$ cat src/hdl/lld_pkg.sv
package lld_pkg;
   localparam logic [1:0] FUNC_REQ    = 2'd0;
   localparam logic [1:0] FUNC_FB     = 2'd1;
   localparam logic [1:0] FUNC_STATUS = 2'd2;
   localparam logic [1:0] FUNC_NOP    = 2'd3;
   localparam logic [1:0] RC_OK       = 2'd0;
   localparam logic [1:0] RC_WARMUP   = 2'd1;
   localparam logic [1:0] RC_NONE     = 2'd2;
   localparam logic [1:0] RC_FAIL     = 2'd3;
   localparam logic [3:0] WARMUP_LIMIT = 4'd10;
   localparam int REQ_BYTES = 4;
   localparam int RSP_BYTES = 2;
   localparam logic CSR_MODE  = 1'b0;
   localparam logic CSR_COUNT = 1'b1;
   typedef logic [REQ_BYTES*8-1:0] req_data_type;
   typedef logic [RSP_BYTES*8-1:0] rsp_data_type;
endpackage

$ cat src/hdl/least_loaded_dispatcher_unit.sv
// Status write, func 3 and feedback without rescan pass decode and output to the result beat;
// a rescan walks one slot per cycle through a shared load comparator.
// Least-loaded request: a send try plus a scan, once more for each closed slot picked;
// feedback with rescan: decode, scan, output; round robin: walks slots from the next pointer.
// One item at a time; a new beat is taken once the result register is free.
// Synchronous active-high reset: present/traffic set, loads cleared, mode 1, 8 slots.
module least_loaded_dispatcher_unit #(
   parameter int NSLOTS    = 8,
   parameter int LOAD_BITS = 16
) (
   input  logic                          clock,
   input  logic                          reset,
   input  logic                          req_tvalid,
   output logic                          req_tready,
   // slot[2:0], reported_load[18:3], closed_mask[26:19],
   // present[27], new[28], exited[29], traffic[30]
   input  lld_pkg::req_data_type         req_tdata,
   input  logic [1:0]                    req_tuser, // func
   output logic                          rsp_tvalid,
   input  logic                          rsp_tready,
   // chosen_slot[2:0], result_code[4:3], live_slots[8:5]
   output lld_pkg::rsp_data_type         rsp_tdata,
   input  logic                          csr_we,
   input  logic                          csr_index,
   input  logic [3:0]                    csr_wdata
);
   import lld_pkg::*;
   localparam int SB = $clog2(NSLOTS);
   localparam int CB = $clog2(NSLOTS + 1);
   localparam logic [LOAD_BITS-1:0] LOAD_MAX = '1;

   localparam logic [2:0] ST_IDLE = 3'd0;
   localparam logic [2:0] ST_DEC  = 3'd1;
   localparam logic [2:0] ST_SCAN = 3'd2;
   localparam logic [2:0] ST_TRY  = 3'd3;
   localparam logic [2:0] ST_RR   = 3'd4;
   localparam logic [2:0] ST_OUT  = 3'd5;

   logic [2:0]             state_ff;
   logic                   mode_ff;
   logic [3:0]             count_ff;
   logic [LOAD_BITS-1:0]   load_ff [NSLOTS];
   logic [NSLOTS-1:0]      pres_ff, new_ff, exd_ff, exg_ff, trf_ff;
   logic [SB-1:0]          cur_ff;
   logic [LOAD_BITS-1:0]   min_ff;
   logic [CB-1:0]          live_ff;
   logic [SB-1:0]          rrn_ff;
   logic [3:0]             warm_ff;
   req_data_type           item_ff;
   logic [1:0]             func_ff;
   logic [SB:0]            idx_ff;
   logic [SB-1:0]          k_ff;
   logic [SB-1:0]          pick_ff;
   logic [CB-1:0]          cnt_ff;
   logic                   after_ff;
   logic                   rv_ff;
   logic [2:0]             rslot_ff;
   logic [1:0]             rcode_ff;

   logic [CB-1:0] n_eff;
   logic [1:0]    func;
   logic [2:0]    islot;
   logic [SB-1:0] sidx;
   logic          slot_ok;
   logic [7:0]    cmask;
   logic [SB:0]   rri;
   logic [SB-1:0] si, rs, rr_start;
   logic          elig;
   logic [15:0]   fbv;
   logic [LOAD_BITS-1:0] fb_sat;

   always_comb begin
      if (count_ff == 4'd0) n_eff = CB'(1);
      else if ({28'd0, count_ff} > NSLOTS) n_eff = CB'(NSLOTS);
      else n_eff = CB'(count_ff);
   end

   always_comb begin
      if (LOAD_BITS < 16 && fbv > 16'(LOAD_MAX)) fb_sat = LOAD_MAX;
      else fb_sat = LOAD_BITS'(fbv);
   end

   assign func     = func_ff;
   assign islot    = item_ff[2:0];
   assign sidx     = SB'(islot);
   assign slot_ok  = {29'd0, islot} < NSLOTS;
   assign cmask    = item_ff[26:19];
   assign fbv      = item_ff[18:3];
   assign si       = idx_ff[SB-1:0];
   assign rr_start = ((SB+1)'(rrn_ff) >= (SB+1)'(n_eff)) ? '0 : rrn_ff;
   assign rri   = (SB+1)'(rr_start) + (SB+1)'(k_ff) >= (SB+1)'(n_eff) ?
                  (SB+1)'(rr_start) + (SB+1)'(k_ff) - (SB+1)'(n_eff) :
                  (SB+1)'(rr_start) + (SB+1)'(k_ff);
   assign rs    = rri[SB-1:0];
   assign elig  = pres_ff[rs] && !new_ff[rs] && !exd_ff[rs] && !exg_ff[rs] && trf_ff[rs];

   assign req_tready = (state_ff == ST_IDLE) && !rv_ff;
   assign rsp_tvalid = rv_ff;
   assign rsp_tdata  = {7'd0,
      (live_ff > CB'(15)) ? 4'd15 : 4'(live_ff), rcode_ff, rslot_ff};

   function automatic logic closed(input logic [7:0] m, input logic [SB-1:0] s);
      if ({{(32-SB){1'b0}}, s} >= 8) return 1'b0;
      return m[3'(s)];
   endfunction

   always_ff @(posedge clock) begin
      if (reset) begin
         state_ff <= ST_IDLE;
         mode_ff  <= 1'b1;
         count_ff <= 4'd8;
         for (int i = 0; i < NSLOTS; i++) load_ff[i] <= '0;
         pres_ff <= '1; new_ff <= '0; exd_ff <= '0; exg_ff <= '0; trf_ff <= '1;
         cur_ff  <= '0;
         min_ff  <= '0;
         live_ff <= (NSLOTS < 8) ? CB'(NSLOTS) : CB'(8);
         rrn_ff  <= '0;
         warm_ff <= '0;
         rv_ff   <= 1'b0;
      end else begin
         if (csr_we) begin
            if (csr_index == CSR_MODE) mode_ff <= csr_wdata[0];
            else count_ff <= csr_wdata;
         end
         if (rv_ff && rsp_tready) rv_ff <= 1'b0;
         case (state_ff)
            ST_IDLE: begin
               if (req_tvalid && req_tready) begin
                  item_ff  <= req_tdata;
                  func_ff  <= req_tuser;
                  state_ff <= ST_DEC;
               end
            end
            ST_DEC: begin
               rslot_ff <= 3'd0;
               idx_ff   <= '0; cnt_ff <= '0; pick_ff <= '0; k_ff <= '0;
               case (func)
                  FUNC_REQ: begin
                     if (mode_ff) begin
                        rcode_ff <= RC_OK;
                        state_ff <= ST_TRY;
                     end else begin
                        if (warm_ff < WARMUP_LIMIT) warm_ff <= warm_ff + 4'd1;
                        if (warm_ff + 4'd1 < WARMUP_LIMIT) begin
                           rcode_ff <= RC_WARMUP;
                           state_ff <= ST_OUT;
                        end else begin
                           state_ff <= ST_RR;
                        end
                     end
                  end
                  FUNC_FB: begin
                     rcode_ff <= RC_OK;
                     if (slot_ok) load_ff[sidx] <= fb_sat;
                     if (slot_ok && min_ff > fb_sat) begin
                        after_ff <= 1'b0;
                        state_ff <= ST_SCAN;
                     end else begin
                        state_ff <= ST_OUT;
                     end
                  end
                  FUNC_STATUS: begin
                     rcode_ff <= RC_OK;
                     state_ff <= ST_OUT;
                     if (slot_ok) begin
                        pres_ff[sidx] <= item_ff[27];
                        new_ff[sidx]  <= item_ff[28];
                        exd_ff[sidx]  <= item_ff[29];
                        trf_ff[sidx]  <= item_ff[30];
                        if (item_ff[28]) exg_ff[sidx] <= 1'b0;
                     end
                  end
                  default: begin
                     rcode_ff <= RC_OK;
                     state_ff <= ST_OUT;
                  end
               endcase
            end
            ST_TRY: begin
               idx_ff <= '0; cnt_ff <= '0; pick_ff <= '0;
               if (closed(cmask, cur_ff)) begin
                  exg_ff[cur_ff]  <= 1'b1;
                  load_ff[cur_ff] <= '0;
                  after_ff <= 1'b1;
               end else begin
                  if (load_ff[cur_ff] != LOAD_MAX) load_ff[cur_ff] <= load_ff[cur_ff] + 1'b1;
                  rslot_ff <= 3'(cur_ff);
                  after_ff <= 1'b0;
               end
               state_ff <= ST_SCAN;
            end
            ST_SCAN: begin
               if (idx_ff < (SB+1)'(n_eff)) begin
                  if (pres_ff[si]) begin
                     if (new_ff[si]) new_ff[si] <= 1'b0;
                     else if (!exd_ff[si] && !exg_ff[si]) begin
                        cnt_ff <= cnt_ff + 1'b1;
                        if (cnt_ff == '0 || load_ff[si] < load_ff[pick_ff]) pick_ff <= si;
                     end
                  end
                  idx_ff <= idx_ff + 1'b1;
               end else begin
                  live_ff <= cnt_ff;
                  cur_ff  <= pick_ff;
                  min_ff  <= load_ff[pick_ff];
                  if (after_ff) begin
                     if (cnt_ff == '0) begin
                        rcode_ff <= RC_NONE;
                        rslot_ff <= 3'd0;
                        state_ff <= ST_OUT;
                     end else begin
                        state_ff <= ST_TRY;
                     end
                  end else begin
                     state_ff <= ST_OUT;
                  end
               end
            end
            ST_RR: begin
               if (elig) begin
                  rrn_ff   <= (rri + 1'b1 >= (SB+1)'(n_eff)) ? '0 : SB'(rri + 1'b1);
                  rslot_ff <= 3'(rs);
                  if (closed(cmask, rs)) begin
                     exg_ff[rs] <= 1'b1;
                     rcode_ff   <= RC_FAIL;
                  end else begin
                     rcode_ff   <= RC_OK;
                  end
                  state_ff <= ST_OUT;
               end else begin
                  if (pres_ff[rs] && new_ff[rs]) new_ff[rs] <= 1'b0;
                  if ((SB+1)'(k_ff) + 1'b1 >= (SB+1)'(n_eff)) begin
                     rcode_ff <= RC_NONE;
                     state_ff <= ST_OUT;
                  end else k_ff <= k_ff + 1'b1;
               end
            end
            ST_OUT: begin
               rv_ff    <= 1'b1;
               state_ff <= ST_IDLE;
            end
            default: state_ff <= ST_IDLE;
         endcase
      end
   end

`ifndef NO_ASSERTIONS
   a_one_busy: assert property (@(posedge clock) disable iff (reset)
      (state_ff != ST_IDLE) |-> !req_tready) else $error("ready while busy");
   a_out_after: assert property (@(posedge clock) disable iff (reset)
      $rose(rv_ff) |-> $past(state_ff) == ST_OUT) else $error("result without sequencer");
   a_rsp_hold: assert property (@(posedge clock) disable iff (reset)
      (rsp_tvalid && !rsp_tready) |=> (rsp_tvalid && $stable(rsp_tdata)))
      else $error("result beat changed while waiting");
`endif
endmodule

$ cat config.mk
export PLATFORM = sky130hd
export DESIGN_NAME = least_loaded_dispatcher_unit
export DESIGN_NICKNAME = d
export VERILOG_FILES = /design/src/hdl/lld_pkg.sv /design/src/hdl/least_loaded_dispatcher_unit.sv
export SDC_FILE = /design/constraint.sdc
export NUM_CORES = 1
export LEC_CHECK = 0
export ABC_AREA = 1
export BUFFER_PORTS_ARGS = -buffer_cell sky130_fd_sc_hd__buf_2
export CAP_MARGIN = 20
export CORE_ASPECT_RATIO = 1.4
export CORE_UTILIZATION = 45
export CTS_CLUSTER_SIZE = 14
export DETAILED_ROUTE_END_ITERATION = 12
export PLACE_DENSITY = 0.63
export SYNTH_ARGS = -nofsm -noshare
export SYNTH_HDL_FRONTEND = slang
export SYNTH_SLANG_ARGS = --single-unit
$ cat constraint.sdc
create_clock -name clock -period 14.7 [get_ports clock]
set_input_delay 4.41 -clock clock [delete_from_list [all_inputs] [get_ports clock]]
set_output_delay 4.41 -clock clock [all_outputs]
set_load 0.02 [all_outputs]
# Word-level counts from Yosys, hierarchy flattened
# Memories as Yosys holds them, arrays and structs flattened. A register that Yosys moved wholly into a read port is not among the register bits.
# Cells that the tools add are included.
# Widths: inputs -> output; s select.
# word_totals
regBits,132
ramBits,128
in_bits,44
memories,1
# op_classes
n_addsub,9
magnitude_cmp,19
eq_ne,31
mux,127
bitwise,13
reduce_logical,51
# memory_table
memory,depth,word_bits,read_ports,rd_clocked_by_memory_dff,wr,line,rtl
load_ff,8,16,3,3,8,least_loaded_dispatcher_unit.sv:42,logic [LOAD_BITS-1:0] load_ff [NSLOTS];
# ops
cell,n
$mux 8,11
$mux 3,28
$mux 16,3
$pmux 8 s3,2
$ne 2x2->1 const B,19
$mux 1,37
$mux 4,9
$bmux 1 s3,11
$bwmux 8,4
$reduce_or 16->1,2
$reduce_and 7->1,4
$and 8x8->8,3
$not 8->8,3
$mux 2,9
$pmux 3 s2,3
$add 16x1->16 const B,1
$add 4x1->4 const B,4
$gt 16x16->1,1
$lt 16x16->1,1
$lt 3x4->1 const B,4
$ne 16x16->1 const B,1
$or 8x8->8,2
$pmux 4 s2,2
$pmux 3 s5,1
other kinds (38),85

# Logic depth before layout (Yosys ltp)
# logic_depth
ltp_word,17
ltp_mapped,33

# Least setup slack after synthesis
# Ideal clock, no wire load.
# synth_path
path_kind,input to register
startpoint,input reset
endpoint,"memory load_ff[1][0], enable pin"
setup_time_ns,0.391
t_arrival_ns,6.418
setup_slack_ns,7.891
cell_stages,8
path_buffers,2
cell_sequence,clkbuf_1 > inv_1 > nand2_1 > clkbuf_1 > nand4_1 > nand2_1 > nand2_2 > o21ai_1
# synth_lines
element,line,rtl
start: declaration,least_loaded_dispatcher_unit.sv:12,"input logic reset,"
end: declaration,least_loaded_dispatcher_unit.sv:42,

==> results summary <==
The worst setup path is launched from an input port. In this run the remaining antenna-violating nets after routing total 0. The prevailing post-synth register cell is edfxtp_1.

By startpoint and endpoint, the worst setup path is classified as in -> reg. The clock sink count came out at 269. The chip width came out at 170.0 um. The cell count after placement came out at 2791.

Adding up every negative setup slack in the final design gives 0 ns. In this run the worst path has a maximum fanout of 34. Input and output buffers added on the ports amount to 53. The count of filler cells inserted in the layout is 3786.

The kind of path behind the tightest hold check is reg -> reg. Of all cell types, the one taking the most synthesized area is edfxtp_1. The met3 routing resource usage after global routing is 2.880%.

The leakage dissipation came out at 7.843 nW. Global routing consumed, on the met1 layer, 32.23% of the routing resources. Dividing the detail-routed wire length by the instance count gives 19.99 um. Ranked by total cell area, the synthesized netlist is headed by edfxtp_1 31%, nand2_1 10%, dfxtp_1 9.9%.

The largest net degree at the start of global routing came out at 69. The via count of the first global-routing pass is 16030. Across all hold checks on the routed design, the worst slack comes to 0.4609 ns.

The post-route netlist has 13.95% of its cells at a drive strength greater than 1. The share of the Yosys chip area taken by registers is 40.47%. The required time at the worst-slack endpoint is 14.94 ns. The synthesized netlist cell count came out at 2314.

The global-route usage over all layers is 28.44%. The run finished with clean final reports. Buffers added to address setup during post-CTS repair amount to 0. The mapped cell area is 0.01778 sq mm. TritonCTS built the clock tree. The number of hold-slack violations in the final timing report came out at 0. TritonCTS created 28 clock buffers. The number of cells upsized or downsized after cts came out at 0. The die covers 0.04033 sq mm. The power per cell area came out at 139.9 mW/mm^2. The initial antenna violation count was 0. A synthesized cell averages 7.685 sq um. CTS built an H-tree with a depth of 1. The total of flip-flops plus latches after synthesis came out at 269. The first global-routing pass estimated 86990 um of wire. Setup repair after global routing left no endpoint under its margin. The distinct cell type count of the synthesized netlist is 47. The final critical path takes up 51.02% of the cycle. The fraction of synthesized cell area taken by the top area cell type came out at 30.57%.

Once the floorplan was initialized, standard cells occupied 45.93% of the core. The worst slack at placement is 6.597 ns. The maximum root-to-sink buffer count came out at 3.

The detailed placement HPWL came out at 38160 um. The first-pass detailed-route iteration total came out at 6. Across the VDD grid, the largest voltage drop is 0.1323 mV. At the worst endpoint, the arrival time is 7.74 ns. At the pin with the least slew margin, the transition time is 1.153 ns. The clock root buffer is clkbuf_16. The number of nets in the layout is 2405. In the global route stage, met2 resource usage came out at 50.36%. The total number of vias is 16410.

After floorplanning, the core was divided into 85 placement rows. The core outline area came out at 0.03871 sq mm. The worst setup path is captured at a register. In the post-route analysis, the smallest setup slack over all paths is 7.199 ns.

The reported max-cap violation count came out at 0. The total of hold buffers inserted after clock tree synthesis came out at 0. The relative slew slack came out at 22.46%. The number of enable-type register cells in the synthesized netlist came out at 181. The remaining global-route overflow came out at 0. The final critical delay including setup and external delays is 7.501 ns. The via density per instance came out at 5.770. The clock-pin slew on the worst setup and hold paths came out at 0.06 ns. The insertion delay to the later sink of the worst-skew pair came out at 0.57 ns. The final count of pins violating max slew is 0. The repair_antennas step left the layout with diodes totalling 0. The maximum clock frequency is 133.3 MHz. The finished layout holds 2844 standard cells, fillers aside. The total routed wirelength came out at 56850 um. The number of DRC violations after detailed routing came out at 0.

The final number of setup-violating endpoints is 0. The final weighted congestion of routability-driven global placement is 0.9532. The worst clock skew on the final layout is 0.02451 ns. The async set or reset register ratio after synthesis came out at 0%.

The post-synthesis to final-layout area growth is 8.247%. The height of the die came out at 237.2 um. The global routing stage identified its most utilized layer as met2. The first routing iteration left 1467 violations. 62 I/O pins were placed. The warning count from the yosys run is 0.
critical path, cell delays in order:
cell     delay (ns)
buf_2          0.07
buf_4          0.40
inv_2          0.06
nand2_1        0.69
nand3_2        0.27
nand2_1        0.18
nand3_4        0.49
o21ai_2        0.70
buf_4          0.37
synthesized netlist by cell type, types with 4 or more instances:
cell type  count
buf_2         27
o22ai_1        9
dfxtp_1       88
inv_1        258
o21ai_0      181
nor3_1        28
a211oi_1      15
edfxtp_1     181
o211ai_1      23
nand4_1       41
nand3_1      173
nor3_2       123
clkinv_1       7
a21oi_1      174
or2_2          5
clkbuf_1      64
xor2_1         4
nor2_1       175
nand2_1      492
o21ai_1       19
buf_4         13
nand3_2        4
inv_2         28
a31oi_1       34
a221oi_1      12
nand2_2        9
nor2_2         4
buf_6         21
xnor2_1        8
ha_1          59
buf_1         13
kinds of logic (layout without fill, tap and decap cells):
logic type | Yosys count | after routing | synth area share (%)
AND/OR/NAND/NOR | 1060 | 1060 | 29.22
AO/OA/AOI/OAI | 480 | 480 | 14.87
buffers and inverters | 431 | 433 | 10.45
flip-flops | 269 | 269 | 40.47
adder cells (fa/ha/maj) | 61 | 61 | 4.377
XOR/XNOR | 12 | 12 | 0.5910
other | 1 | 7 | 0.02109
layout by cell type, fill, tap and decap left out, drive strengths merged, types with 4 or more instances in the layout:
master and count:
nand2 501, o22ai 9, edfxtp 181, or2 5, nor2 180, a221oi 12, nand4 41, clkbuf 43
a211oi 15, a21oi 175, xor2 4, nor3 151, clkinv 13, buf 88, conb 7, o21ai 200
dfxtp 88, o211ai 23, nand3 177, ha 59, inv 287, a31oi 34, xnor2 8
per-layer routing:
metal / vias to the layer above / routed length (um)
li1: 7806 / -
met1: 7623 / 21000
met2: 747 / 28630
met3: 233 / 3619
met4: 0 / 3599
met5: - / 0
area by class of cell:
class                      count  area [sq um]  share of cell area [%]
timing repair buffer          88         548.0                   2.847
clock buffer                  43         890.9                   4.628
clock inverter                 9         52.55                  0.2730
inverter                     293          1100                   5.714
multi-input combinational   1620          8802                   45.73
sequential                   269          7202                   37.42
tap                          522         653.1                   3.393
path summary, 6_finish.rpt:
kind                     from       endpoint  slack, ns  cells past startpoint
setup / recovery        reset  load_ff[2][1]       7.20                      9
hold / removal      trf_ff[1]      trf_ff[1]       0.46                      2
setup reg to reg  count_ff[1]        k_ff[0]       8.66                     30
hold reg to reg     trf_ff[1]      trf_ff[1]       0.46                      2
flip-flops by register name, summed over array words and instances (netlist names), 2 cells and up, named ones only:
register	cells
live_ff	4
rcode_ff	2
func	2
exd_ff	8
rrn_ff	3
idx_ff	4
load_ff	128
cnt_ff	4
new_ff	8
min_ff	16
count_ff	4
rslot_ff	3
state_ff	3
cur_ff	3
trf_ff	8
item_ff	31
exg_ff	8
pres_ff	8
pick_ff	3
k_ff	3
warm_ff	4
per-stage QoR:
step | util (%) | instance area, sq um | total power, mW
2_1_floorplan | - | 17800 | 1.646
3_3_place_gp | 47.19 | 18270 | 1.933
3_5_place_dp | 47.23 | 18290 | 1.953
4_1_cts | 49.67 | 19230 | 2.680
5_1_grt | 49.72 | 19250 | 2.839
6_report | 49.72 | 19250 | 2.694
power by group:
part / internal [mW] / leakage (nW) / switching, mW
Sequential: 0.882 / 2.53 / 0.0520
Clock: 0.417 / 0.462 / 0.310
Combinational: 0.292 / 4.85 / 0.740
No activity file was read; power rests on OpenSTA's default activity.
